--- config.mk ---
export PLATFORM = sky130hd
export DESIGN_NAME = tvd_cordic
export DESIGN_NICKNAME = d
export VERILOG_FILES = /design/src/sv/assert_macros.svh /design/src/sv/tvd_pkg.sv /design/src/sv/tvd_cordic.sv
export SDC_FILE = /design/constraint.sdc
export NUM_CORES = 2
export LEC_CHECK = 0
export BUFFER_PORTS_ARGS = -buffer_cell sky130_fd_sc_hd__buf_2
export CORE_AREA = 4 4 368 370
export CTS_CLUSTER_SIZE = 28
export DETAILED_ROUTE_END_ITERATION = 7
export DIE_AREA = 0 0 372 374
export PLACE_DENSITY = 0.77
export SYNTH_ARGS = -nofsm -noshare
export SYNTH_HDL_FRONTEND = slang
export SYNTH_SLANG_ARGS = --single-unit
--- constraint.sdc ---
create_clock -name clk_i -period 4 [get_ports clk_i]
set_input_delay 0.2 -clock clk_i [delete_from_list [all_inputs] [get_ports clk_i]]
set_output_delay 0.2 -clock clk_i [all_outputs]
set_load 0.005 [all_outputs]
--- src/sv/assert_macros.svh ---
// Assertion macros shared by the torque vectoring differential RTL.
`ifndef ASSERT_MACROS_SVH
`define ASSERT_MACROS_SVH

// Same-cycle implication, checked at every rising edge outside reset.
`define TVD_ASSERT_IMPL(name, clk, rst_n, ante, cons) \
  name: assert property (@(posedge clk) disable iff (!rst_n) (ante) |-> (cons)) \
    else $error("torque vectoring assertion failed");

// Next-cycle implication, checked at every rising edge outside reset.
`define TVD_ASSERT_NEXT(name, clk, rst_n, ante, cons) \
  name: assert property (@(posedge clk) disable iff (!rst_n) (ante) |=> (cons)) \
    else $error("torque vectoring assertion failed");

`endif

--- src/sv/tvd_pkg.sv ---
// Shared constants, types and tables of the torque vectoring differential.
package tvd_pkg;

  localparam int unsigned CordicSteps = 16;
  localparam int unsigned DivSteps = 20;
  localparam int unsigned DivNumW = 48;
  localparam int unsigned DivDenW = 32;
  localparam int unsigned CfgIdxW = 3;
  localparam int unsigned CfgDataW = 16;

  localparam logic [CfgIdxW-1:0] CfgSteerGain = 3'd0;
  localparam logic [CfgIdxW-1:0] CfgTrackRatio = 3'd1;
  localparam logic [CfgIdxW-1:0] CfgTorqueDeadband = 3'd2;
  localparam logic [CfgIdxW-1:0] CfgAngleDeadband = 3'd3;
  localparam logic [CfgIdxW-1:0] CfgRatioMargin = 3'd4;
  localparam logic [CfgIdxW-1:0] CfgTorqueLimit = 3'd5;
  localparam logic [CfgIdxW-1:0] CfgSlipSlack = 3'd6;
  localparam logic [CfgIdxW-1:0] CfgSpinThreshold = 3'd7;

  localparam logic [14:0] AngleSat = 15'd24576;
  localparam logic [19:0] RatioMax = 20'hFFFFF;
  localparam logic [19:0] RatioOne = 20'd4096;
  localparam logic signed [26:0] CordicX0 = 27'sd16777216;

  typedef struct packed {
    logic [15:0] steer_gain;
    logic [14:0] track_ratio;
    logic [14:0] torque_deadband;
    logic [13:0] angle_deadband;
    logic [11:0] ratio_margin;
    logic [14:0] torque_limit;
    logic [13:0] slip_slack;
    logic [14:0] spin_threshold;
  } cfg_t;

  function automatic logic [15:0] atan_entry(input int unsigned idx);
    logic [15:0] val;
    unique case (idx)
      0: val = 16'd51472;
      1: val = 16'd30385;
      2: val = 16'd16055;
      3: val = 16'd8150;
      4: val = 16'd4091;
      5: val = 16'd2047;
      6: val = 16'd1024;
      7: val = 16'd512;
      8: val = 16'd256;
      9: val = 16'd128;
      10: val = 16'd64;
      11: val = 16'd32;
      12: val = 16'd16;
      13: val = 16'd8;
      14: val = 16'd4;
      default: val = 16'd2;
    endcase
    return val;
  endfunction

endpackage

--- src/sv/tvd_cordic.sv ---
// Pipelined CORDIC rotation, one step per stage, giving unnormalized sine and cosine.
module tvd_cordic (
  input  logic                clk_i,
  input  logic                adv_i,
  input  logic [16:0]         z_i,
  output logic signed [26:0]  x_o,
  output logic signed [26:0]  y_o
);

  logic signed [26:0] x_q [tvd_pkg::CordicSteps];
  logic signed [26:0] y_q [tvd_pkg::CordicSteps];
  logic signed [18:0] z_q [tvd_pkg::CordicSteps];

  for (genvar gi = 0; gi < tvd_pkg::CordicSteps; gi++) begin : g_step
    logic signed [26:0] x_in, y_in, x_d, y_d;
    logic signed [18:0] z_in, z_d, at;

    if (gi == 0) begin : g_first
      assign x_in = tvd_pkg::CordicX0;
      assign y_in = '0;
      assign z_in = $signed({2'b00, z_i});
    end else begin : g_next
      assign x_in = x_q[gi-1];
      assign y_in = y_q[gi-1];
      assign z_in = z_q[gi-1];
    end

    assign at = $signed({3'b000, tvd_pkg::atan_entry(gi)});

    always_comb begin
      if (!z_in[18]) begin
        x_d = x_in - (y_in >>> gi);
        y_d = y_in + (x_in >>> gi);
        z_d = z_in - at;
      end else begin
        x_d = x_in + (y_in >>> gi);
        y_d = y_in - (x_in >>> gi);
        z_d = z_in + at;
      end
    end

    always_ff @(posedge clk_i) begin
      if (adv_i) begin
        x_q[gi] <= x_d;
        y_q[gi] <= y_d;
        z_q[gi] <= z_d;
      end
    end
  end

  assign x_o = x_q[tvd_pkg::CordicSteps-1];
  assign y_o = y_q[tvd_pkg::CordicSteps-1];

endmodule

==> Word level (Yosys, flattened, before mapping) <==
Memory sizes are Yosys's and may differ from the RTL's.
Index checks and enable logic that the tools add are counted.
{ "classes": {"n_addsub": 91, "mux": 47} }
{ "op_table": {"columns": ["operator", "n"], "rows": [
  ["2-to-1 mux 27 bit", 30],
  ["2-to-1 mux 19 bit", 15],
  ["adder 27 x 12 -> 27 bit", 2],
  ["adder 27 x 13 -> 27 bit", 2],
  ["adder 27 x 14 -> 27 bit", 2],
  ["adder 27 x 15 -> 27 bit", 2],
  ["adder 27 x 16 -> 27 bit", 2],
  ["adder 27 x 17 -> 27 bit", 2],
  ["adder 27 x 18 -> 27 bit", 2],
  ["adder 27 x 19 -> 27 bit", 2],
  ["adder 27 x 20 -> 27 bit", 2],
  ["adder 27 x 21 -> 27 bit", 2],
  ["adder 27 x 22 -> 27 bit", 2],
  ["adder 27 x 23 -> 27 bit", 2],
  ["adder 27 x 24 -> 27 bit", 2],
  ["adder 27 x 25 -> 27 bit", 2],
  ["adder 27 x 26 -> 27 bit", 2],
  ["subtractor 27 x 12 -> 27 bit", 2],
  ["subtractor 27 x 13 -> 27 bit", 2],
  ["subtractor 27 x 14 -> 27 bit", 2],
  ["subtractor 27 x 15 -> 27 bit", 2],
  ["subtractor 27 x 16 -> 27 bit", 2],
  ["subtractor 27 x 17 -> 27 bit", 2],
  ["subtractor 27 x 18 -> 27 bit", 2],
  ["38 further kinds", 49]
]} }
{ "totals": {"regBits": 0, "ramBits": 1168, "input_bits": 19, "output_inout_bits": 54, "elab_cells": 141, "memories": 3} }
{ "mem_list": {"columns": ["name", "words", "width", "read_ports", "rd_clocked_by_memory_dff", "write_ports", "line", "source"], "rows": [
  ["x_q", 16, 27, 16, 0, 16, "tvd_cordic.sv:10", "logic signed [26:0] x_q [tvd_pkg::CordicSteps];"],
  ["y_q", 16, 27, 16, 0, 16, "tvd_cordic.sv:11", "logic signed [26:0] y_q [tvd_pkg::CordicSteps];"],
  ["z_q", 16, 19, 15, 0, 16, "tvd_cordic.sv:12", "logic signed [18:0] z_q [tvd_pkg::CordicSteps];"]
]} }

==> Longest topological paths before layout <==
An unclocked memory read counts as a cell.
{ "depth": {"ltp_word": 3, "depth_mapped": 19, "mapped_depth_nobuf": 19} }

==> Worst setup path after synthesis <==
No wires, ideal clock.
{ "synth_timing": {"path_kind": "register -> register", "startpoint": "memory y_q[14][18]", "endpoint": "memory x_q[15][25] (data pin)", "setup_time_ns": 0.258, "t_arrival_ns": 3.826, "t_required_ns": 3.742, "setup_slack_ns": -0.083, "path_stages_with_launch": 18, "path_buffers": 1, "synth_period_minus_slack_ns": 4.083, "cell_sequence": "edfxtp_1 -> or3_1 -> nor4_1 -> nand2_1 -> nor3_1 -> or3_1 -> clkbuf_1 -> nand2_1 -> ha_1 -> a21o_1 -> a21oi_1 -> a2bb2oi_1 -> a31oi_1 -> a41o_1 -> or4_1 -> a31o_2 -> a21oi_1 -> xnor2_1"} }
{ "synth_lines": {"columns": ["item", "line"], "rows": [
  ["start, declared", "tvd_cordic.sv:11"],
  ["end, declared", "tvd_cordic.sv:10"]
]} }

==> summary.txt <==
Critical path
  • CP bufs+invs: 1
  • Crit end category: flop
  • Crit path max fanout: 2
  • Crit path kind: flop to flop
  • Crit path required time: 4.43 ns
  • Worst EP arrival: 4.58 ns
  • Critical Path Source: y_q[13][15]
  • Crit-path max cell delay: 0.42 ns
  • Top delay family on crit path: compound AO/OA/AOI/OAI gates
  • CP Cell Sequence: nor3_2 -> nand2_1 -> nor3_2 -> nand2b_1 -> nor4_2 -> buf_4 -> nor2_4 -> xnor2_2 -> ha_1 -> a21o_1 -> a21oi_2 -> o21ai_2 -> a2111oi_4 -> a21boi_4 -> o21bai_2 -> a211o_1 -> a221o_1 -> a21oi_2 -> xnor2_1
  • Critical-path top delay cell: edfxtp_1
  • Reg2Reg Launch Point: y_q[13][15]
  • Setup crit start kind: flop

STA
  • Crit share post-route: 104%
  • Rel. slew slack: 36.5%
  • Final clock skew: 0.0486 ns
  • Final setup fails: 4
  • Setup ws final: -0.148 ns
  • RSZ-0062 raised after global routing: yes
  • Slew at the pin with the worst max-slew slack: 0.953 ns
  • TNS Setup: -0.286 ns
  • Final hold vios: 0
  • Fmax: 0.241 GHz
  • Final Critical Period: 4.15 ns
  • Final max-slew violation count: 0

CTS
  • Worst-Skew Late Latency: 0.72 ns
  • Clk slew on worst S/H paths: 0.06 ns
  • Max Root-Sink Buffers: 3
  • CTS HTree Levels: 3
  • Root buffer cell: clkbuf_16
  • Total CTS buffers: 98
  • Sink Count: 864
  • CTS tree: yes

Global routing
  • Initial antenna violation count: 0
  • Vias in the first global route: 50154
  • Grt total ovfl: 0
  • GRT Util Overall: 21.9%
  • Largest net degree at the start of global routing: 103
  • First-pass GRT wire length: 251 mm

Synth
  • Synth Net Count: 7332
  • Syn Std Cell Area: 65800 um2
  • Mapped Cells: 6501
  • Largest family of logic cells by synthesized area: compound AO/OA/AOI/OAI gates
  • Top_reg_cell synth: edfxtp_1
  • Synth cell types: 88
  • Commonest cells post-synth: edfxtp_1, ha_1, a21oi_1
  • Mean Syn Cell Area: 10.1 um2
  • Post-synth ARST share: 0%
  • Post-synth EDFFs: 864
  • Complex-gate fraction of the synthesized area: 17.5%
  • Post-synthesis adder-cell area fraction: 15.9%
  • Post-synthesis xor/xnor area fraction: 12.8%
  • Area share of the largest cell type after synthesis: 39.4%
  • Most common cell in the netlist: edfxtp_1
  • Synth area leader: edfxtp_1
  • Ranking of synthesized cells by area: edfxtp_1, ha_1, xnor2_1, a21oi_1, xor2_1
  • Synthesized flop and latch total: 864
  • Post-Synth Simple-Gate Area: 11.1%
  • Sequential element share of the synthesized area: 39.4%
  • Yosys warnings: 0
  • Multiplexer share of the synthesized area: 0.779%

Finish
  • Layout cells sized above 1: 14.5%
  • Fill count: 10732
  • Nets: 8005
  • Area growth, synth to finish: 17.3%
  • Ant diodes: 0

Die
  • Row count: 134
  • Initial core utilization: 49.6%
  • Die Height: 374 um
  • Die X: 372 um
  • Core ar.: 133000 um2
  • I/O pin count: 73
  • Die Area: 139000 um2

Placed design
  • Port Buffers: 72
  • Placer Congestion: 0.974
  • Post-DP HPWL: 122 mm

Routing
  • DR DRC count: 0
  • 1st-iter DRT viols: 3310
  • Post-DRT Antenna Nets: 0
  • Via density: 5.66
  • DR WL/cell: 17.5 um
  • Total iterations of the first detailed-routing run: 6
  • Final wirelength: 158 mm
  • Via count: 51028

Status
  • Status: finished, violations left
  • Failing checks: setup timing

Worst hold path
  • Worst min path class: primary input to flop
  • Hold path startpoint: adv_i

Flow run
  • MaxCap Viol Count: 0
-- registers in the layout, summed over array words and instances, names as in the netlist --
register,cells
x_q,308
y_q,308
z_q,248
-- cells in the final DEF, fill, tap and decap left out, drive strengths merged, types with 97 or more instances in the layout --
master	count
o21bai	107
nor2	513
a21o	273
buf	642
o21a	97
xnor2	635
o21ai	302
edfxtp	864
ha	775
nor3	163
inv	363
a21oi	699
xor2	325
nand2	319
clkbuf	117
-- repair_timing --
action	CTS	global route
hold buffers	27	0
hold endpoints to repair	18	0
pin swaps	8	69
buffers inserted	13	53
setup endpoints to repair	26	113
gates resized for setup	40	226
-- cells by family (layout without fill, tap and decap cells) --
kind of cell | after synthesis | count (layout)
adder cells (fa/ha/maj) | 812 | 812
AO/OA/AOI/OAI | 1836 | 1836
buffers and inverters | 450 | 1201
multiplexers | 49 | 49
flip-flops | 864 | 864
XOR/XNOR | 960 | 960
AND/OR/NAND/NOR | 1530 | 1530
-- layer usage --
metal,routed length [um],up-vias,GRT usage (%)
li1,-,25193,-
met4,6130,0,8.32
met2,81100,1165,40.2
met1,64300,24322,26.0
met3,6100,348,2.56
met5,0,-,0
-- layout make-up --
| cell class | instances | area (um2) | area share, % |
|---|---|---|---|
| multi-input combinational | 5187 | 39300 | 50.9 |
| sequential | 864 | 25900 | 33.6 |
| timing repair buffer | 669 | 5160 | 6.68 |
| clock buffer | 117 | 2520 | 3.27 |
| tap | 1768 | 2210 | 2.86 |
| inverter | 354 | 1330 | 1.73 |
| clock inverter | 61 | 728 | 0.943 |
-- stage by stage --
| stage | area (um2) | setup slack [ns] | util, % | hold slack [ns] | std cells |
|---|---|---|---|---|---|
| global placement | 72100 | -0.470 | 54.3 | 0.376 | 8753 |
| floorplan | 65800 | 0.0117 | - | 0.299 | 6501 |
| detailed placement | 72100 | -0.538 | 54.3 | 0.379 | 8753 |
| finish | 77200 | -0.148 | 58.2 | 0.0968 | 9020 |
| CTS | 75900 | -0.0959 | 57.2 | 0.0551 | 8971 |
| global route | 77200 | -0.380 | 58.2 | 0.0643 | 9020 |
-- path summary, 6_finish.rpt --
path,endpoint,slack (ns),cells past startpoint
setup reg to reg,x_q[14][26],-0.15,19
setup / recovery,x_q[14][26],-0.15,19
hold reg to reg,z_q[0][118],0.42,0
hold / removal,y_q[8][6],0.1,1
Power is not shown: default switching activity piles up to over one toggle a cycle in this logic, so the estimate is an artifact.
