===== config.mk =====
export PLATFORM = sky130hd
export DESIGN_NAME = tvd_div
export DESIGN_NICKNAME = d
export VERILOG_FILES = /design/src/sv/assert_macros.svh /design/src/sv/tvd_pkg.sv /design/src/sv/tvd_div.sv
export SDC_FILE = /design/constraint.sdc
export NUM_CORES = 2
export LEC_CHECK = 0
export CAP_MARGIN = 20
export CORE_AREA = 5 5 365 457
export DETAILED_ROUTE_END_ITERATION = 6
export DIE_AREA = 0 0 370 462
export DONT_BUFFER_PORTS = 1
export HOLD_SLACK_MARGIN = 0.05
export PLACE_DENSITY = 0.87
export SLEW_MARGIN = 10
export SYNTH_ARGS = -nofsm -noshare
export SYNTH_HDL_FRONTEND = slang
export SYNTH_SLANG_ARGS = --single-unit

===== constraint.sdc =====
create_clock -name clk_i -period 5.36 [get_ports clk_i]
set_input_delay 0.268 -clock clk_i [delete_from_list [all_inputs] [get_ports clk_i]]
set_output_delay 0.268 -clock clk_i [all_outputs]
set_load 0.005 [all_outputs]

===== src/sv/assert_macros.svh =====
// Assertion macros shared by the torque vectoring differential RTL.
`ifndef ASSERT_MACROS_SVH
`define ASSERT_MACROS_SVH

// Same-cycle implication, checked at every rising edge outside reset.
`define TVD_ASSERT_IMPL(name, clk, rst_n, ante, cons) \
  name: assert property (@(posedge clk) disable iff (!rst_n) (ante) |-> (cons)) \
    else $error("torque vectoring assertion failed");

// Next-cycle implication, checked at every rising edge outside reset.
`define TVD_ASSERT_NEXT(name, clk, rst_n, ante, cons) \
  name: assert property (@(posedge clk) disable iff (!rst_n) (ante) |=> (cons)) \
    else $error("torque vectoring assertion failed");

`endif


===== src/sv/tvd_pkg.sv =====
// Shared constants, types and tables of the torque vectoring differential.
package tvd_pkg;

  localparam int unsigned CordicSteps = 16;
  localparam int unsigned DivSteps = 20;
  localparam int unsigned DivNumW = 48;
  localparam int unsigned DivDenW = 32;
  localparam int unsigned CfgIdxW = 3;
  localparam int unsigned CfgDataW = 16;

  localparam logic [CfgIdxW-1:0] CfgSteerGain = 3'd0;
  localparam logic [CfgIdxW-1:0] CfgTrackRatio = 3'd1;
  localparam logic [CfgIdxW-1:0] CfgTorqueDeadband = 3'd2;
  localparam logic [CfgIdxW-1:0] CfgAngleDeadband = 3'd3;
  localparam logic [CfgIdxW-1:0] CfgRatioMargin = 3'd4;
  localparam logic [CfgIdxW-1:0] CfgTorqueLimit = 3'd5;
  localparam logic [CfgIdxW-1:0] CfgSlipSlack = 3'd6;
  localparam logic [CfgIdxW-1:0] CfgSpinThreshold = 3'd7;

  localparam logic [14:0] AngleSat = 15'd24576;
  localparam logic [19:0] RatioMax = 20'hFFFFF;
  localparam logic [19:0] RatioOne = 20'd4096;
  localparam logic signed [26:0] CordicX0 = 27'sd16777216;

  typedef struct packed {
    logic [15:0] steer_gain;
    logic [14:0] track_ratio;
    logic [14:0] torque_deadband;
    logic [13:0] angle_deadband;
    logic [11:0] ratio_margin;
    logic [14:0] torque_limit;
    logic [13:0] slip_slack;
    logic [14:0] spin_threshold;
  } cfg_t;

  function automatic logic [15:0] atan_entry(input int unsigned idx);
    logic [15:0] val;
    unique case (idx)
      0: val = 16'd51472;
      1: val = 16'd30385;
      2: val = 16'd16055;
      3: val = 16'd8150;
      4: val = 16'd4091;
      5: val = 16'd2047;
      6: val = 16'd1024;
      7: val = 16'd512;
      8: val = 16'd256;
      9: val = 16'd128;
      10: val = 16'd64;
      11: val = 16'd32;
      12: val = 16'd16;
      13: val = 16'd8;
      14: val = 16'd4;
      default: val = 16'd2;
    endcase
    return val;
  endfunction

endpackage


===== src/sv/tvd_div.sv =====
// Pipelined restoring divider, one quotient bit per stage, for quotients below 2^20.
module tvd_div (
  input  logic                           clk_i,
  input  logic                           adv_i,
  input  logic [tvd_pkg::DivNumW-1:0]    a_i,
  input  logic [tvd_pkg::DivDenW-1:0]    b_i,
  output logic [tvd_pkg::DivSteps-1:0]   q_o
);

  localparam int unsigned ShW = tvd_pkg::DivDenW + tvd_pkg::DivSteps;

  logic [tvd_pkg::DivNumW-1:0]  rem_q [tvd_pkg::DivSteps];
  logic [tvd_pkg::DivDenW-1:0]  den_q [tvd_pkg::DivSteps];
  logic [tvd_pkg::DivSteps-1:0] quo_q [tvd_pkg::DivSteps];

  for (genvar gi = 0; gi < tvd_pkg::DivSteps; gi++) begin : g_step
    localparam int unsigned Bit = tvd_pkg::DivSteps - 1 - gi;
    logic [tvd_pkg::DivNumW-1:0]  rem_in, rem_d;
    logic [tvd_pkg::DivDenW-1:0]  den_in;
    logic [tvd_pkg::DivSteps-1:0] quo_in, quo_d;
    logic [ShW-1:0]               sh;
    logic                         take;

    if (gi == 0) begin : g_first
      assign rem_in = a_i;
      assign den_in = b_i;
      assign quo_in = '0;
    end else begin : g_next
      assign rem_in = rem_q[gi-1];
      assign den_in = den_q[gi-1];
      assign quo_in = quo_q[gi-1];
    end

    always_comb begin
      sh = ShW'(den_in) << Bit;
      take = ShW'(rem_in) >= sh;
      rem_d = take ? rem_in - sh[tvd_pkg::DivNumW-1:0] : rem_in;
      quo_d = quo_in;
      quo_d[Bit] = take;
    end

    always_ff @(posedge clk_i) begin
      if (adv_i) begin
        rem_q[gi] <= rem_d;
        den_q[gi] <= den_in;
        quo_q[gi] <= quo_d;
      end
    end
  end

  assign q_o = quo_q[tvd_pkg::DivSteps-1];

endmodule


Word level (Yosys, flattened, before mapping)

Memory sizes are Yosys's and may differ from the RTL's.
Index checks and enable logic that the tools add are counted.

Latch bits: 0
Flip-flop bits (word level): 0
Bits in read-only memories: 0
Input port bits: 82
Word-level logic and storage cells: 65
Bits in writable memories: 2,000
Memories kept: 3
Output and inout port bits: 20

Memories:

| name  | depth | width | rd ports | clocked after memory_dff | write ports | RTL line      | source |
|---|---|---|---|---|---|---|---|
| rem_q | 20    | 48    | 19       | 0                        | 20          | tvd_div.sv:12 | `logic [tvd_pkg::DivNumW-1:0] rem_q [tvd_pkg::DivSteps];` |
| den_q | 20    | 32    | 19       | 0                        | 20          | tvd_div.sv:13 | `logic [tvd_pkg::DivDenW-1:0] den_q [tvd_pkg::DivSteps];` |
| quo_q | 20    | 20    | 20       | 0                        | 20          | tvd_div.sv:14 | `logic [tvd_pkg::DivSteps-1:0] quo_q [tvd_pkg::DivSteps];` |

Shift operators: 0
Muxes and demuxes: 22
Reduce and logical (&&, ||, !) cells: 0
Equality and inequality tests: 0
Bitwise logic cells: 0
Magnitude comparators: 20
Multipliers: 0
Add/sub/neg operators: 20
Divide/modulo/power cells: 0

Operator list:

| operator                                     | number |
|---|---|
| two-way mux 48 bit                           | 20 |
| subtractor 48 bit                            | 4 |
| greater-or-equal comparator 48 x 51 -> 1 bit | 1 |
| greater-or-equal comparator 48 x 50 -> 1 bit | 1 |
| greater-or-equal comparator 48 x 49 -> 1 bit | 1 |
| greater-or-equal comparator 48 x 32 -> 1 bit | 1 |
| greater-or-equal comparator 48 x 33 -> 1 bit | 1 |
| greater-or-equal comparator 48 x 34 -> 1 bit | 1 |
| greater-or-equal comparator 48 x 35 -> 1 bit | 1 |
| greater-or-equal comparator 48 x 36 -> 1 bit | 1 |
| greater-or-equal comparator 48 x 37 -> 1 bit | 1 |
| greater-or-equal comparator 48 x 38 -> 1 bit | 1 |
| greater-or-equal comparator 48 x 39 -> 1 bit | 1 |
| greater-or-equal comparator 48 x 40 -> 1 bit | 1 |
| greater-or-equal comparator 48 x 41 -> 1 bit | 1 |
| greater-or-equal comparator 48 x 42 -> 1 bit | 1 |
| greater-or-equal comparator 48 x 43 -> 1 bit | 1 |
| greater-or-equal comparator 48 x 44 -> 1 bit | 1 |
| greater-or-equal comparator 48 x 45 -> 1 bit | 1 |
| greater-or-equal comparator 48 x 46 -> 1 bit | 1 |
| greater-or-equal comparator 48 x 47 -> 1 bit | 1 |
| greater-or-equal comparator 48 bit           | 1 |
| subtractor 48 x 32 -> 48 bit                 | 1 |
| subtractor 48 x 33 -> 48 bit                 | 1 |
| 15 further kinds                             | 16 |

Longest topological paths before layout

An unclocked memory read counts as a cell.

Depth after elaboration: 3
Gate-level depth with buffers: 16

Least setup slack after synthesis

OpenSTA, ideal clock, no wires.

Kind: register -> register
Start: mem rem_q[16][2] (netlist bit)
End: mem rem_q[17][30] (netlist bit) (data pin)
Cell stages (with the launch flop): 15
Arrival: 3,090 ps
Period minus slack after synthesis: 3,350 ps
Slack: 2,010 ps
Library setup time: 260 ps
Cell sequence: edfxtp_1 > inv_1 > ha_1 > inv_1 > fa_1 > a211oi_1 > nor2_1 > o311a_1 > or3_1 > a31oi_2 > nor2_1 > or3_1 > a31oi_1 > xor2_1 > a21oi_1

RTL lines:

| what               | RTL line |
|---|---|
| start: declaration | tvd_div.sv:12 |

==> impl_metrics.tcl <==
set metrics [dict create \
    worstPathArrival_ns 5.49 \
    num_rows 166 \
    post-route-util_pct 65.3 \
    startpoint_type "input port" \
    criticalPathCategory "input port to flop" \
    finalMaxSlewViolations 0 \
    p_int_uw 35300 \
    final_antenna_net_count 0 \
    cellPowerDensity_mw_per_mm2 523 \
    final_net_count 9490 \
    synth_top_family_by_area "compound AO/OA/AOI/OAI gates" \
    power.total_uw 55500 \
    first_pass_iters 6 \
    timing.slew.headroom_pct 10.4 \
    swShare_pct 36.4 \
    core_sq_mm 0.162 \
    initial_utilization_pct 59.4 \
    hp-class "input port to flop" \
    crit_path_end_kind "flop" \
    cts_max_path_buffers 3 \
    wl_mm 223 \
    io_buffers 0 \
    drv_cap 0 \
    synth_compound_area_share_pct 15.0 \
    setup_viol 0 \
    drive_gt1_share_pct 6.64 \
    pwr-share-comb_pct 41.4 \
    ios 102 \
    peakVddDrop_mv 0.454 \
    insertion_delay_ns 0.85 \
    switchingPower_uw 20200 \
    ys.flop_type "edfxtp_1" \
    synth.mux.area_fraction_pct 2.36 \
    p_seq_share_pct 37.2 \
    numCtsBuffers 171 \
    ys_warn_count 0 \
    cts_tree "done" \
    numClockSinks 1730 \
    synth_top_area_share_pct 53.8 \
    yosys.area_share.simple_pct 10.4 \
    synth_area_sq_mm 0.0965 \
    synth_xor_area_share_pct 5.70 \
    globalRouteOverflowTotal 0 \
    cp.required_ns 5.94 \
    grt_pass1_vias 70000 \
    antenna_found_initial 2 \
    yosys.area.top_type "edfxtp_1" \
    htreeDepth 4 \
    ys_types 111 \
    synthCells 8618 \
    synth.area.top_cells "edfxtp_1 (54%), ha_1 (8.2%), a21oi_1 (4.8%), xnor2_1 (3.5%), inv_1 (3.2%)" \
    grtUsageTotal_pct 25.5 \
    remaining_drc_errors 0 \
    area_delta_synth_final_pct 9.91 \
    power.leakage_uw 0.0422 \
    post_cts_resized 0 \
    worstPathMaxFanout 29 \
    die_x_um 370 \
    fin_skew_ns 0.0477 \
    cts_root_buffer "clkbuf_16" \
    hold_viol_final 0 \
    worstMarginPinSlew_ns 1.34 \
    avgSynthCellArea_sq_um 11.2 \
    die_y_um 462 \
    min_period_ns 4.91 \
    synth-seq-cells 1730 \
    die_area_sq_mm 0.171 \
    clk_pin_slew_worst_paths_ns 0.06 \
    fin_crit_sh_pct 91.7 \
    dp_hpwl_mm 162 \
    fmax_ghz 0.204 \
    drtIter0Drc 4428 \
    clkPwrFrac_pct 21.3 \
    via_per_inst 6.05 \
    synth_seq_area_share_pct 53.8 \
    grt_pass1_wl_mm 347 \
    grt_max_degree 256 \
    outcome "complete, no violations" \
    wl_per_cell_um 20.1 \
    async_reset_ff_share_pct 0 \
    place.gp.congestion 1.03 \
    vias 67100 \
    yosys.area_share.adder_pct 8.61 \
    nFillCells 11500 \
    tns_ns 0 \
    rsz0062_at_grt "no" \
    synth_edf_count 1730 \
    syn-num-nets 9353 \
]
==> power groups by stage <==
stage	Sequential, uW	Combinational (uW)	Clock [uW]
after detailed placement	20800	22300	0
after global placement	20700	21500	0
after CTS	20600	22600	12000
after floorplan	20300	17100	0
final	20600	23000	11800
after global routing	20900	25200	12600
==> routing by layer <==
metal | vias up | global-route usage, % | routed length [um]
li1 | 32000 | - | -
met1 | 31900 | 21.2 | 69000
met2 | 2248 | 52.4 | 127000
met3 | 939 | 3.01 | 7210
met4 | 0 | 20.1 | 19600
met5 | - | 0 | 0
==> area by class of cell <==
type	instances	area, sq um	area share (%)
multi-input combinational	5844	40600	38.3
sequential	1730	51900	49.0
clock inverter	94	1040	0.985
antenna	2	5.00	0.00472
tap	2184	2730	2.58
inverter	818	3070	2.89
clock buffer	219	4500	4.24
timing repair buffer	190	2150	2.02
==> final timing paths <==
path	startpoint	slack, ns	cells after the start	endpoint
max	b_i[0]	0.45	16	rem_q[0][46]
min	adv_i	0.04	2	rem_q[1][31]
max reg2reg	rem_q[4][17]	0.98	11	rem_q[5][44]
min reg2reg	quo_q[2][79]	0.41	0	quo_q[3][19]
==> registers in the layout, indices dropped and copies added (netlist names) <==
name / count
den_q: 608
quo_q: 210
rem_q: 912
==> cells by family after synthesis <==
| family | after synthesis |
|---|---|
| fa+ha+maj | 653 |
| compound gates | 2309 |
| simple gates | 2051 |
| mux | 203 |
| xor+xnor | 628 |
| buf+inv | 1044 |
| flops | 1730 |
==> worst max-delay path, stage by stage <==
cell and delay [ns]:
dlygate4sd3_1 0.53, dlygate4sd3_1 0.61, ha_1 0.22, fa_1 0.25
nor2b_1 0.08, o31a_1 0.27, o31ai_1 0.60, a31oi_2 0.25
a31oi_2 0.38, o31ai_1 0.10, a21oi_1 0.26, nand2b_1 0.16
a21o_1 0.12, buf_4 0.40, mux2_1 0.39, dlygate4sd3_1 0.57
==> cells in the mapped netlist, types with 37 or more instances <==
master	number
inv_1	816
and3_1	51
buf_2	59
nor2b_1	105
edfxtp_1	1730
a21o_1	328
nand4_1	121
nor3_1	106
nor4_1	82
nand3_1	151
o31ai_1	49
a21oi_1	934
clkbuf_1	153
xnor2_1	391
a211oi_1	58
nor2_1	682
mux2_2	190
nand2_1	446
and2_1	37
or3_1	43
ha_1	634
xor2_1	237
nand2b_1	79
a31oi_1	71
o21ai_0	373
o21a_1	82
o21bai_1	94
==> metrics by stage <==
stage / instance area, sq um / hold WS, ns / worst slack (ns) / std cells
after global placement: 99000 / 0.367 / -1.04 / 10600
after global routing: 106000 / 0.0562 / 0.390 / 11100
after CTS: 106000 / 0.0510 / 0.168 / 11100
after detailed placement: 99000 / 0.367 / -0.723 / 10600
after floorplan: 96500 / 0.367 / 2.01 / 8618
final: 106000 / 0.0358 / 0.447 / 11100
==> cell usage in the layout, fill, tap and decap left out, drive strengths merged, types with 108 or more instances in the layout <==
master	count
o21ai	394
clkbuf	220
nand2	447
xnor2	391
dlygate4sd3	129
a21oi	936
ha	634
a21o	328
xor2	237
nand4	121
nor3	108
nand3	151
nor2	684
mux2	195
inv	824
edfxtp	1730
==> repair_timing <==
action | CTS | global route
hold buffers | 129 | 3
hold endpoints to repair | 92 | 50
endpoints found under the setup margin | 0 | 88
buffers inserted | 0 | 0
Power figures use the tool's default switching activity.
