## src/sv/assert_macros.svh

```systemverilog
// Assertion macros shared by the torque vectoring differential RTL.
`ifndef ASSERT_MACROS_SVH
`define ASSERT_MACROS_SVH

// Same-cycle implication, checked at every rising edge outside reset.
`define TVD_ASSERT_IMPL(name, clk, rst_n, ante, cons) \
  name: assert property (@(posedge clk) disable iff (!rst_n) (ante) |-> (cons)) \
    else $error("torque vectoring assertion failed");

// Next-cycle implication, checked at every rising edge outside reset.
`define TVD_ASSERT_NEXT(name, clk, rst_n, ante, cons) \
  name: assert property (@(posedge clk) disable iff (!rst_n) (ante) |=> (cons)) \
    else $error("torque vectoring assertion failed");

`endif

```

## src/sv/tvd_pkg.sv

```systemverilog
// Shared constants, types and tables of the torque vectoring differential.
package tvd_pkg;

  localparam int unsigned CordicSteps = 16;
  localparam int unsigned DivSteps = 20;
  localparam int unsigned DivNumW = 48;
  localparam int unsigned DivDenW = 32;
  localparam int unsigned CfgIdxW = 3;
  localparam int unsigned CfgDataW = 16;

  localparam logic [CfgIdxW-1:0] CfgSteerGain = 3'd0;
  localparam logic [CfgIdxW-1:0] CfgTrackRatio = 3'd1;
  localparam logic [CfgIdxW-1:0] CfgTorqueDeadband = 3'd2;
  localparam logic [CfgIdxW-1:0] CfgAngleDeadband = 3'd3;
  localparam logic [CfgIdxW-1:0] CfgRatioMargin = 3'd4;
  localparam logic [CfgIdxW-1:0] CfgTorqueLimit = 3'd5;
  localparam logic [CfgIdxW-1:0] CfgSlipSlack = 3'd6;
  localparam logic [CfgIdxW-1:0] CfgSpinThreshold = 3'd7;

  localparam logic [14:0] AngleSat = 15'd24576;
  localparam logic [19:0] RatioMax = 20'hFFFFF;
  localparam logic [19:0] RatioOne = 20'd4096;
  localparam logic signed [26:0] CordicX0 = 27'sd16777216;

  typedef struct packed {
    logic [15:0] steer_gain;
    logic [14:0] track_ratio;
    logic [14:0] torque_deadband;
    logic [13:0] angle_deadband;
    logic [11:0] ratio_margin;
    logic [14:0] torque_limit;
    logic [13:0] slip_slack;
    logic [14:0] spin_threshold;
  } cfg_t;

  function automatic logic [15:0] atan_entry(input int unsigned idx);
    logic [15:0] val;
    unique case (idx)
      0: val = 16'd51472;
      1: val = 16'd30385;
      2: val = 16'd16055;
      3: val = 16'd8150;
      4: val = 16'd4091;
      5: val = 16'd2047;
      6: val = 16'd1024;
      7: val = 16'd512;
      8: val = 16'd256;
      9: val = 16'd128;
      10: val = 16'd64;
      11: val = 16'd32;
      12: val = 16'd16;
      13: val = 16'd8;
      14: val = 16'd4;
      default: val = 16'd2;
    endcase
    return val;
  endfunction

endpackage

```

## src/sv/tvd_cfg.sv

```systemverilog
// Configuration register bank of the torque vectoring differential.
module tvd_cfg (
  input  logic                            clk_i,
  input  logic                            rst_ni,
  input  logic                            wr_en_i,
  input  logic [tvd_pkg::CfgIdxW-1:0]     wr_idx_i,
  input  logic [tvd_pkg::CfgDataW-1:0]    wr_data_i,
  output tvd_pkg::cfg_t                   cfg_o
);

  tvd_pkg::cfg_t cfg_q;

  always_ff @(posedge clk_i or negedge rst_ni) begin
    if (!rst_ni) begin
      cfg_q.steer_gain      <= 16'd524;
      cfg_q.track_ratio     <= 15'd8192;
      cfg_q.torque_deadband <= 15'd128;
      cfg_q.angle_deadband  <= 14'd164;
      cfg_q.ratio_margin    <= 12'd410;
      cfg_q.torque_limit    <= 15'd25600;
      cfg_q.slip_slack      <= 14'd4506;
      cfg_q.spin_threshold  <= 15'd100;
    end else if (wr_en_i) begin
      unique case (wr_idx_i)
        tvd_pkg::CfgSteerGain:      cfg_q.steer_gain      <= wr_data_i;
        tvd_pkg::CfgTrackRatio:     cfg_q.track_ratio     <= wr_data_i[14:0];
        tvd_pkg::CfgTorqueDeadband: cfg_q.torque_deadband <= wr_data_i[14:0];
        tvd_pkg::CfgAngleDeadband:  cfg_q.angle_deadband  <= wr_data_i[13:0];
        tvd_pkg::CfgRatioMargin:    cfg_q.ratio_margin    <= wr_data_i[11:0];
        tvd_pkg::CfgTorqueLimit:    cfg_q.torque_limit    <= wr_data_i[14:0];
        tvd_pkg::CfgSlipSlack:      cfg_q.slip_slack      <= wr_data_i[13:0];
        tvd_pkg::CfgSpinThreshold:  cfg_q.spin_threshold  <= wr_data_i[14:0];
        default: ;
      endcase
    end
  end

  assign cfg_o = cfg_q;

endmodule

```

## config.mk

```make
export PLATFORM = sky130hd
export DESIGN_NAME = tvd_cfg
export DESIGN_NICKNAME = d
export VERILOG_FILES = /design/src/sv/assert_macros.svh /design/src/sv/tvd_pkg.sv /design/src/sv/tvd_cfg.sv
export SDC_FILE = /design/constraint.sdc
export NUM_CORES = 1
export LEC_CHECK = 0
export ABC_AREA = 1
export BUFFER_PORTS_ARGS = -buffer_cell sky130_fd_sc_hd__buf_2
export CAP_MARGIN = 20
export CORE_UTILIZATION = 45
export DETAILED_ROUTE_END_ITERATION = 12
export PLACE_DENSITY = 0.8
export SKIP_CTS_REPAIR_TIMING = 1
export SYNTH_ARGS = -nofsm -noshare
export SYNTH_HDL_FRONTEND = slang
export SYNTH_SLANG_ARGS = --single-unit
```

## constraint.sdc

```tcl
create_clock -name clk_i -period 1 [get_ports clk_i]
set_clock_uncertainty 0.05 [all_clocks]
set_input_delay 0.05 -clock clk_i [delete_from_list [all_inputs] [get_ports clk_i]]
set_output_delay 0.05 -clock clk_i [all_outputs]
set_load 0.02 [all_outputs]
```

; ---- After elaboration in Yosys (flattened, before gate mapping)
; Cells that the tools add are included.
[totals]
reg_bits = 116
latchBits = 0
mem_bits_rw = 0
rom_bits = 0
inputBits = 22
out_inout_bits = 116
wordCells = 24
mem_count = 0
[classes]
addsub = 0
multipliers = 0
div = 0
magnitude_cmp = 0
n_eq_ne = 7
shift = 0
muxes = 0
n_bitwise = 0
reduce_logical = 9
[ops]
columns = cell, n
row1 = AND reduction 2 bit, 8
row2 = "== test 3 bit, second input constant", 4
row3 = "== test 3 x 2 -> 1 bit, second input constant", 2
row4 = "== test 3 x 1 -> 1 bit, second input constant", 1
row5 = zero test 3 bit, 1

; ---- Depth between registers and ports, before layout
; Gate-level depths: netlist (run 1).
[logic_depth]
ltp_word = 2
ltp_mapped = 6
mapped_depth_nobuf = 5

; ---- Worst setup path before layout (run 1)
; OpenSTA, ideal clock, no wires.
[synth_path]
path_type = input port to flip-flop
start = input wr_en_i
end = register cfg_q (netlist bit cfg_o[106])
setup_time_ns = 0.117
arrival_time_ns = 0.751
path_slack_ns = 0.082
path_stages = 6
cell_sequence = inv_1 -> nor2_1 -> nand2_1 -> clkbuf_1 -> nand2_1 -> nand2_1
[synth_via]
elab_chain_len = 1
[synth_rtl]
columns = element, line
row1 = start: declaration, tvd_cfg.sv:5  ; input logic wr_en_i,
row2 = AND reduction 2 bit (no line), -
row3 = end: declaration, tvd_cfg.sv:11  ; tvd_pkg::cfg_t cfg_q;
; Every way passes these cells.
; A chain may end at the register's enable or synchronous reset.

; ---- Worst setup path in the final report (run 1)
[layout_path]
start = register cfg_q (netlist bit cfg_o[45])
end = output cfg_o[45] in the netlist's numbering
[layout_lines]
columns = element, line
row1 = end: declaration, tvd_cfg.sv:8  ; output tvd_pkg::cfg_t cfg_o
; No word-level cell between the ends.

==> flow_summary.yaml, run 1 <==
status:
  status: "finished, violations left"
  violations: "hold timing, setup timing"
finish:
  fin_nets: 768
  largest_register_ffs: 116
  n_antenna_cell: 0
  drive_above_1_share_pct: 36.15
  postLayoutCellArea_um2: 7491
  area_growth_syn_to_layout_pct: 63.00
sta:
  fmax_mhz: 771.1
  rsz0062_at_grt: "yes"
  period_needed_ps: 1297
  setup_viol: 116
  slew_headroom_pct: 78.91
  slew_violations: 0
  setup_ws_ps: -296.8
  finalHoldViolCount: 2
  worstMarginPinSlew_ps: 316.4
  holdWs_ps: -9.454
  timing.final.crit_share_pct: 129.7
critical_path:
  slowest_stage: "dfstp_2"
  crit_buf_inv: 1
  cp_num_cells: 1
  r2r-end: "cfg_o[75]$_DFFE_PN0P_"
  r2r-start: "cfg_o[75]$_DFFE_PN0P_"
  critical_path.max_stage_delay_ps: 560
  startpoint_type: "flop"
  r2r_setup_slack_ps: 90
  worst_setup_path_end_kind: "output pin"
  worstPathCellList: "buf_6"
  required_ps: 900
  r2r_cells: 4
  cp_max_fo: 2
  crit_arrival_ps: 1200
  crit_family: "flip-flops"
  crit_type: "reg -> out"
power_and_ir_drop:
  p_per_area_nw_per_um2: 2400
  peakVddDrop_uv: 1424
  p_total_mw: 17.98
  p_leak_nw: 4.042
global_route:
  grt_overflow: 0
  grt_max_degree: 59
  track_usage_pct: 26.28
  grt_antenna_before_repair: 0
  grt_pass1_wl_um: 20020
  grt_pass1_vias: 3752
drt:
  via_per_inst: 5.103
  via_count: 4547
  remaining_drc_errors: 0
  wl_um: 15660
  first_iter_violations: 241
  firstDrtPassIters: 5
  ant_nets: 0
  wl_per_cell_um: 17.58
clock_tree:
  clockBufferDepth: 2
  cts_root_buffer: "clkbuf_8"
  htree_levels: 4
  clk_pin_slew_ps: 50
  cts_buffers: 17
  cts_tree: "yes"
  cts_sinks: 116
  clk_latency_ps: 510
placed_design:
  routabilityCongestion: 0.7967
  dp_slack_ps: -57.21
  placed_area_um2: 5564
  post-dp-hpwl_um: 8827
  port_buffers: 137
logic_synthesis:
  synth_area_um2: 4596
  synth_seq_cells: 116
  post_synth.cell_area_avg_um2: 8.737
  yosysSeqAreaShare_pct: 63.84
  yosysUniqueCellTypes: 11
  synthCells: 526
  yosys_warnings: 0
  syn_nets: 548
worst_hold_path:
  worstHoldStart: "wr_en_i"
  hold_end: "cfg_o[63]$_DFFE_PN1P_"
  min_path_type: "in -> reg"
  hold_depth: 6
floorplan:
  dieWidth_um: 103.1
  ios: 138
  die_h_um: 103.1
  core_area_um2: 9819
  design.die.area_um2: 10620
  initial_core_util_pct: 46.80
  placementRows: 36
job:
  maxCapViolCount: 0
worst max path at each step:
stage / start / endpoint / slack (ps)
after floorplan: wr_en_i / cfg_o[106]$_DFFE_PN0P_ / 80
after global placement: wr_idx_i[1] / cfg_o[34]$_DFFE_PN0P_ / -4
after detailed placement: wr_idx_i[1] / cfg_o[35]$_DFFE_PN0P_ / -60
after CTS: cfg_o[52]$_DFFE_PN1P_ / cfg_o[52] / -340
after global routing: cfg_o[52]$_DFFE_PN1P_ / cfg_o[52] / -340
final: cfg_o[45]$_DFFE_PN1P_ / cfg_o[45] / -300
cells in the mapped netlist:
master | count | share of area, %
nor2_2 | 2 | 0.27
buf_1 | 1 | 0.082
nand3_1 | 58 | 6.3
inv_1 | 6 | 0.49
buf_4 | 4 | 0.65
buf_2 | 24 | 2.6
clkbuf_1 | 6 | 0.49
nor2_1 | 6 | 0.49
nand2_1 | 303 | 25
dfstp_2 | 25 | 14
dfrtp_1 | 91 | 50
cells by family (layout without fill, tap and decap cells):
kind of cell / after synthesis / after routing / synth area share (%)
buffers and inverters: 41 / 273 / 4.329
AND/OR/NAND/NOR: 369 / 369 / 31.83
flip-flops: 116 / 116 / 63.84
report_power, final:
group | leakage [nW] | internal [mW] | switching [mW] | total (mW)
Combinational | 2.33 | 2.58 | 2.56 | 5.14
Sequential | 1.41 | 5.73 | 0.753 | 6.48
Clock | 0.303 | 4.28 | 2.08 | 6.36
Total | 4.04 | 12.6 | 5.39 | 18.0
metrics by stage:
step                      std cells  setup TNS (ps)  util (%)
after floorplan                 526               0         -
after global placement          790          -25.23     56.66
after detailed placement        790          -905.5     56.66
after CTS                       821          -23660     63.01
after global routing            891          -24180     76.29
final                           891          -20550     76.29
layer usage:
| layer | part of all wire [%] | GRT usage, % | vias to the layer above | wire length, µm |
|---|---|---|---|---|
| li1 | - | - | 2061 | - |
| met1 | 38 | 33.11 | 2203 | 5994 |
| met2 | 52 | 43.54 | 239 | 8113 |
| met3 | 6.7 | 7.119 | 44 | 1051 |
| met4 | 3.2 | 9.859 | 0 | 501 |
| met5 | 0 | 0 | - | 0 |
cells in the final DEF, fill, tap and decap left out, types with 5 or more instances in the layout:
master,instances
buf_4,74
clkbuf_16,16
nand2_1,303
buf_2,20
inv_1,6
buf_12,5
nand3_1,58
clkbuf_8,5
dfrtp_1,91
dfstp_2,25
dlygate4sd3_1,21
buf_6,116
final cells by class:
cell class | count | area, µm²
clock buffer | 22 | 473.0
tap | 133 | 166.4
multi-input combinational | 369 | 1473
inverter | 6 | 22.52
sequential | 116 | 2934
fill | 636 | 2328
clock inverter | 9 | 150.1
timing repair buffer | 236 | 2272
Power figures use the tool's default switching activity.
==> inputs of run 2 (changes only) <==
--- a/config.mk
+++ b/config.mk
@@ -8,6 +8,7 @@
 export ABC_AREA = 1
 export BUFFER_PORTS_ARGS = -buffer_cell sky130_fd_sc_hd__buf_2
 export CAP_MARGIN = 20
+export CORE_MARGIN = 2
 export CORE_UTILIZATION = 45
 export DETAILED_ROUTE_END_ITERATION = 12
 export PLACE_DENSITY = 0.8
==> flow_summary.yaml, run 2 (synthesized netlist as in run 1, its figures left out) <==
power_and_ir_drop:
  internal_power_mw: 12.83
  clockPowerShare_pct: 36.2
  combPwrFrac_pct: 28.0
  peakVddDrop_uv: 1247
  p_leak_nw: 4.009
  p_total_mw: 18.16
  swShare_pct: 29.34
  pwr-share-seq_pct: 35.7
  p_per_area_nw_per_um2: 2439
  switching_power_mw: 5.327
finish:
  post-route-util_pct: 75.47
  largest_register_ffs: 116
  n_antenna_cell: 0
  multiInputGateArea_um2: 1473
  drive_above_1_share_pct: 35.78
  fill_cells: 636
  fin_nets: 758
  area_growth_syn_to_layout_pct: 61.99
  register_area_um2: 2934
  layout_common_cells: "nand2_1 (303), buf_6 (116), dfrtp_1 (91)"
  layout_commonest_cell: "nand2_1"
floorplan:
  design.die.area_um2: 11040
  core_area_um2: 9864
  die_h_um: 105.1
  dieWidth_um: 105.1
  initial_core_util_pct: 46.59
  ios: 138
  placementRows: 36
drt:
  via_count: 4512
  ant_nets: 0
  wl_um: 15570
  via_per_inst: 5.116
  first_iter_violations: 286
  wl_per_cell_um: 17.65
  firstDrtPassIters: 6
  remaining_drc_errors: 0
global_route:
  grt_overflow: 0
  grt_max_degree: 37
  grt_pass1_wl_um: 21320
  grt_antenna_before_repair: 0
  track_usage_pct: 25.45
  grt_pass1_vias: 4030
status:
  violations: "hold timing, setup timing"
  status: "finished, violations left"
critical_path:
  worstPathCellList: "buf_6"
  crit_buf_inv: 1
  crit_type: "reg -> out"
  worst_setup_path_end_kind: "output pin"
  cp_max_fo: 2
  startpoint_type: "flop"
  crit_arrival_ps: 1190
  critical_path.max_stage_delay_ps: 560
  required_ps: 900
  crit_family: "flip-flops"
  slowest_stage: "dfstp_2"
sta:
  worstMarginPinSlew_ps: 368.7
  period_needed_ps: 1289
  slew_headroom_pct: 75.42
  fmax_mhz: 775.9
  setup_ws_ps: -288.9
  finalHoldViolCount: 18
  timing.final.crit_share_pct: 128.9
  slew_violations: 0
  rsz0062_at_grt: "yes"
  holdWs_ps: -45.80
  setup_viol: 116
worst_hold_path:
  min_path_type: "in -> async"
clock_tree:
  cts_root_buffer: "clkbuf_8"
  htree_levels: 4
  clk_latency_ps: 510
  clockBufferDepth: 2
  cts_buffers: 17
  clk_pin_slew_ps: 50
  cts_tree: "yes"
  cts_sinks: 116
placed_design:
  port_buffers: 137
  routabilityCongestion: 0.8721
  post-dp-hpwl_um: 8810
job:
  maxCapViolCount: 0
## run 2: changes by cell type in the layout (fill, tap and decap cells not counted)
cell           delta
buf_12            +1
buf_4             -7
bufinv_16         +1
clkbuf_1          +1
clkinvlp_4        -1
dlygate4sd3_1     -4
## run 2: through the flow
| stage | instances | hold slack (ps) | setup WS (ps) | cell area [µm²] | TNS [ps] |
|---|---|---|---|---|---|
| CTS | 818 | -609.5 | -342.1 | 6196 | -23810 |
| detailed placement | 786 | -64.52 | -4.361 | 5547 | -4.361 |
| floorplan | 526 | -295.6 | 82.31 | 4596 | 0 |
| finish | 882 | -45.80 | -288.9 | 7445 | -19810 |
| global route | 882 | -51.07 | -324.3 | 7445 | -23540 |
| global placement | 786 | -61.96 | 33.58 | 5547 | 0 |
## run 2: area by class of cell
cell class | count | share of cell area [%]
Tap cell | 133 | 2.235
Sequential cell | 116 | 39.41
Timing Repair Buffer | 226 | 29.55
Clock inverter | 9 | 2.319
Inverter | 6 | 0.3025
Multi-Input combinational cell | 369 | 19.78
Clock buffer | 23 | 6.403
## run 2: metal layers
metal | vias to the layer above | part of all wire, % | global-route usage [%]
met5 | - | 0 | 0
met4 | 0 | 2.7 | 13.52
met3 | 39 | 7.6 | 5.926
met2 | 238 | 52 | 40.68
met1 | 2189 | 37 | 32.17
li1 | 2046 | - | -
## run 2: path summary, 6_finish.rpt
path,from,to,slack [ps],depth (start not counted)
max in group asynchronous,rst_ni,cfg_o[6]$_DFFE_PN1P_,380,3
hold / removal,rst_ni,cfg_o[29]$_DFFE_PN0P_,-50,2
setup / recovery,cfg_o[45]$_DFFE_PN1P_,cfg_o[45],-290,1
min in group clk_i,wr_idx_i[2],cfg_o[103]$_DFFE_PN1P_,-10,5
setup reg to reg,cfg_o[109]$_DFFE_PN1P_,cfg_o[109]$_DFFE_PN1P_,90,3
hold reg to reg,cfg_o[27]$_DFFE_PN1P_,cfg_o[27]$_DFFE_PN1P_,430,2
## run 2: power by group through the flow
stage                     Clock (mW)  Combinational, mW  Sequential, mW
after floorplan                    0              0.865            7.36
after global placement             0               3.32            6.25
after detailed placement           0               3.41            6.27
after CTS                       6.66               3.42            6.22
after global routing            6.89               5.42            6.55
final                           6.58               5.09            6.49
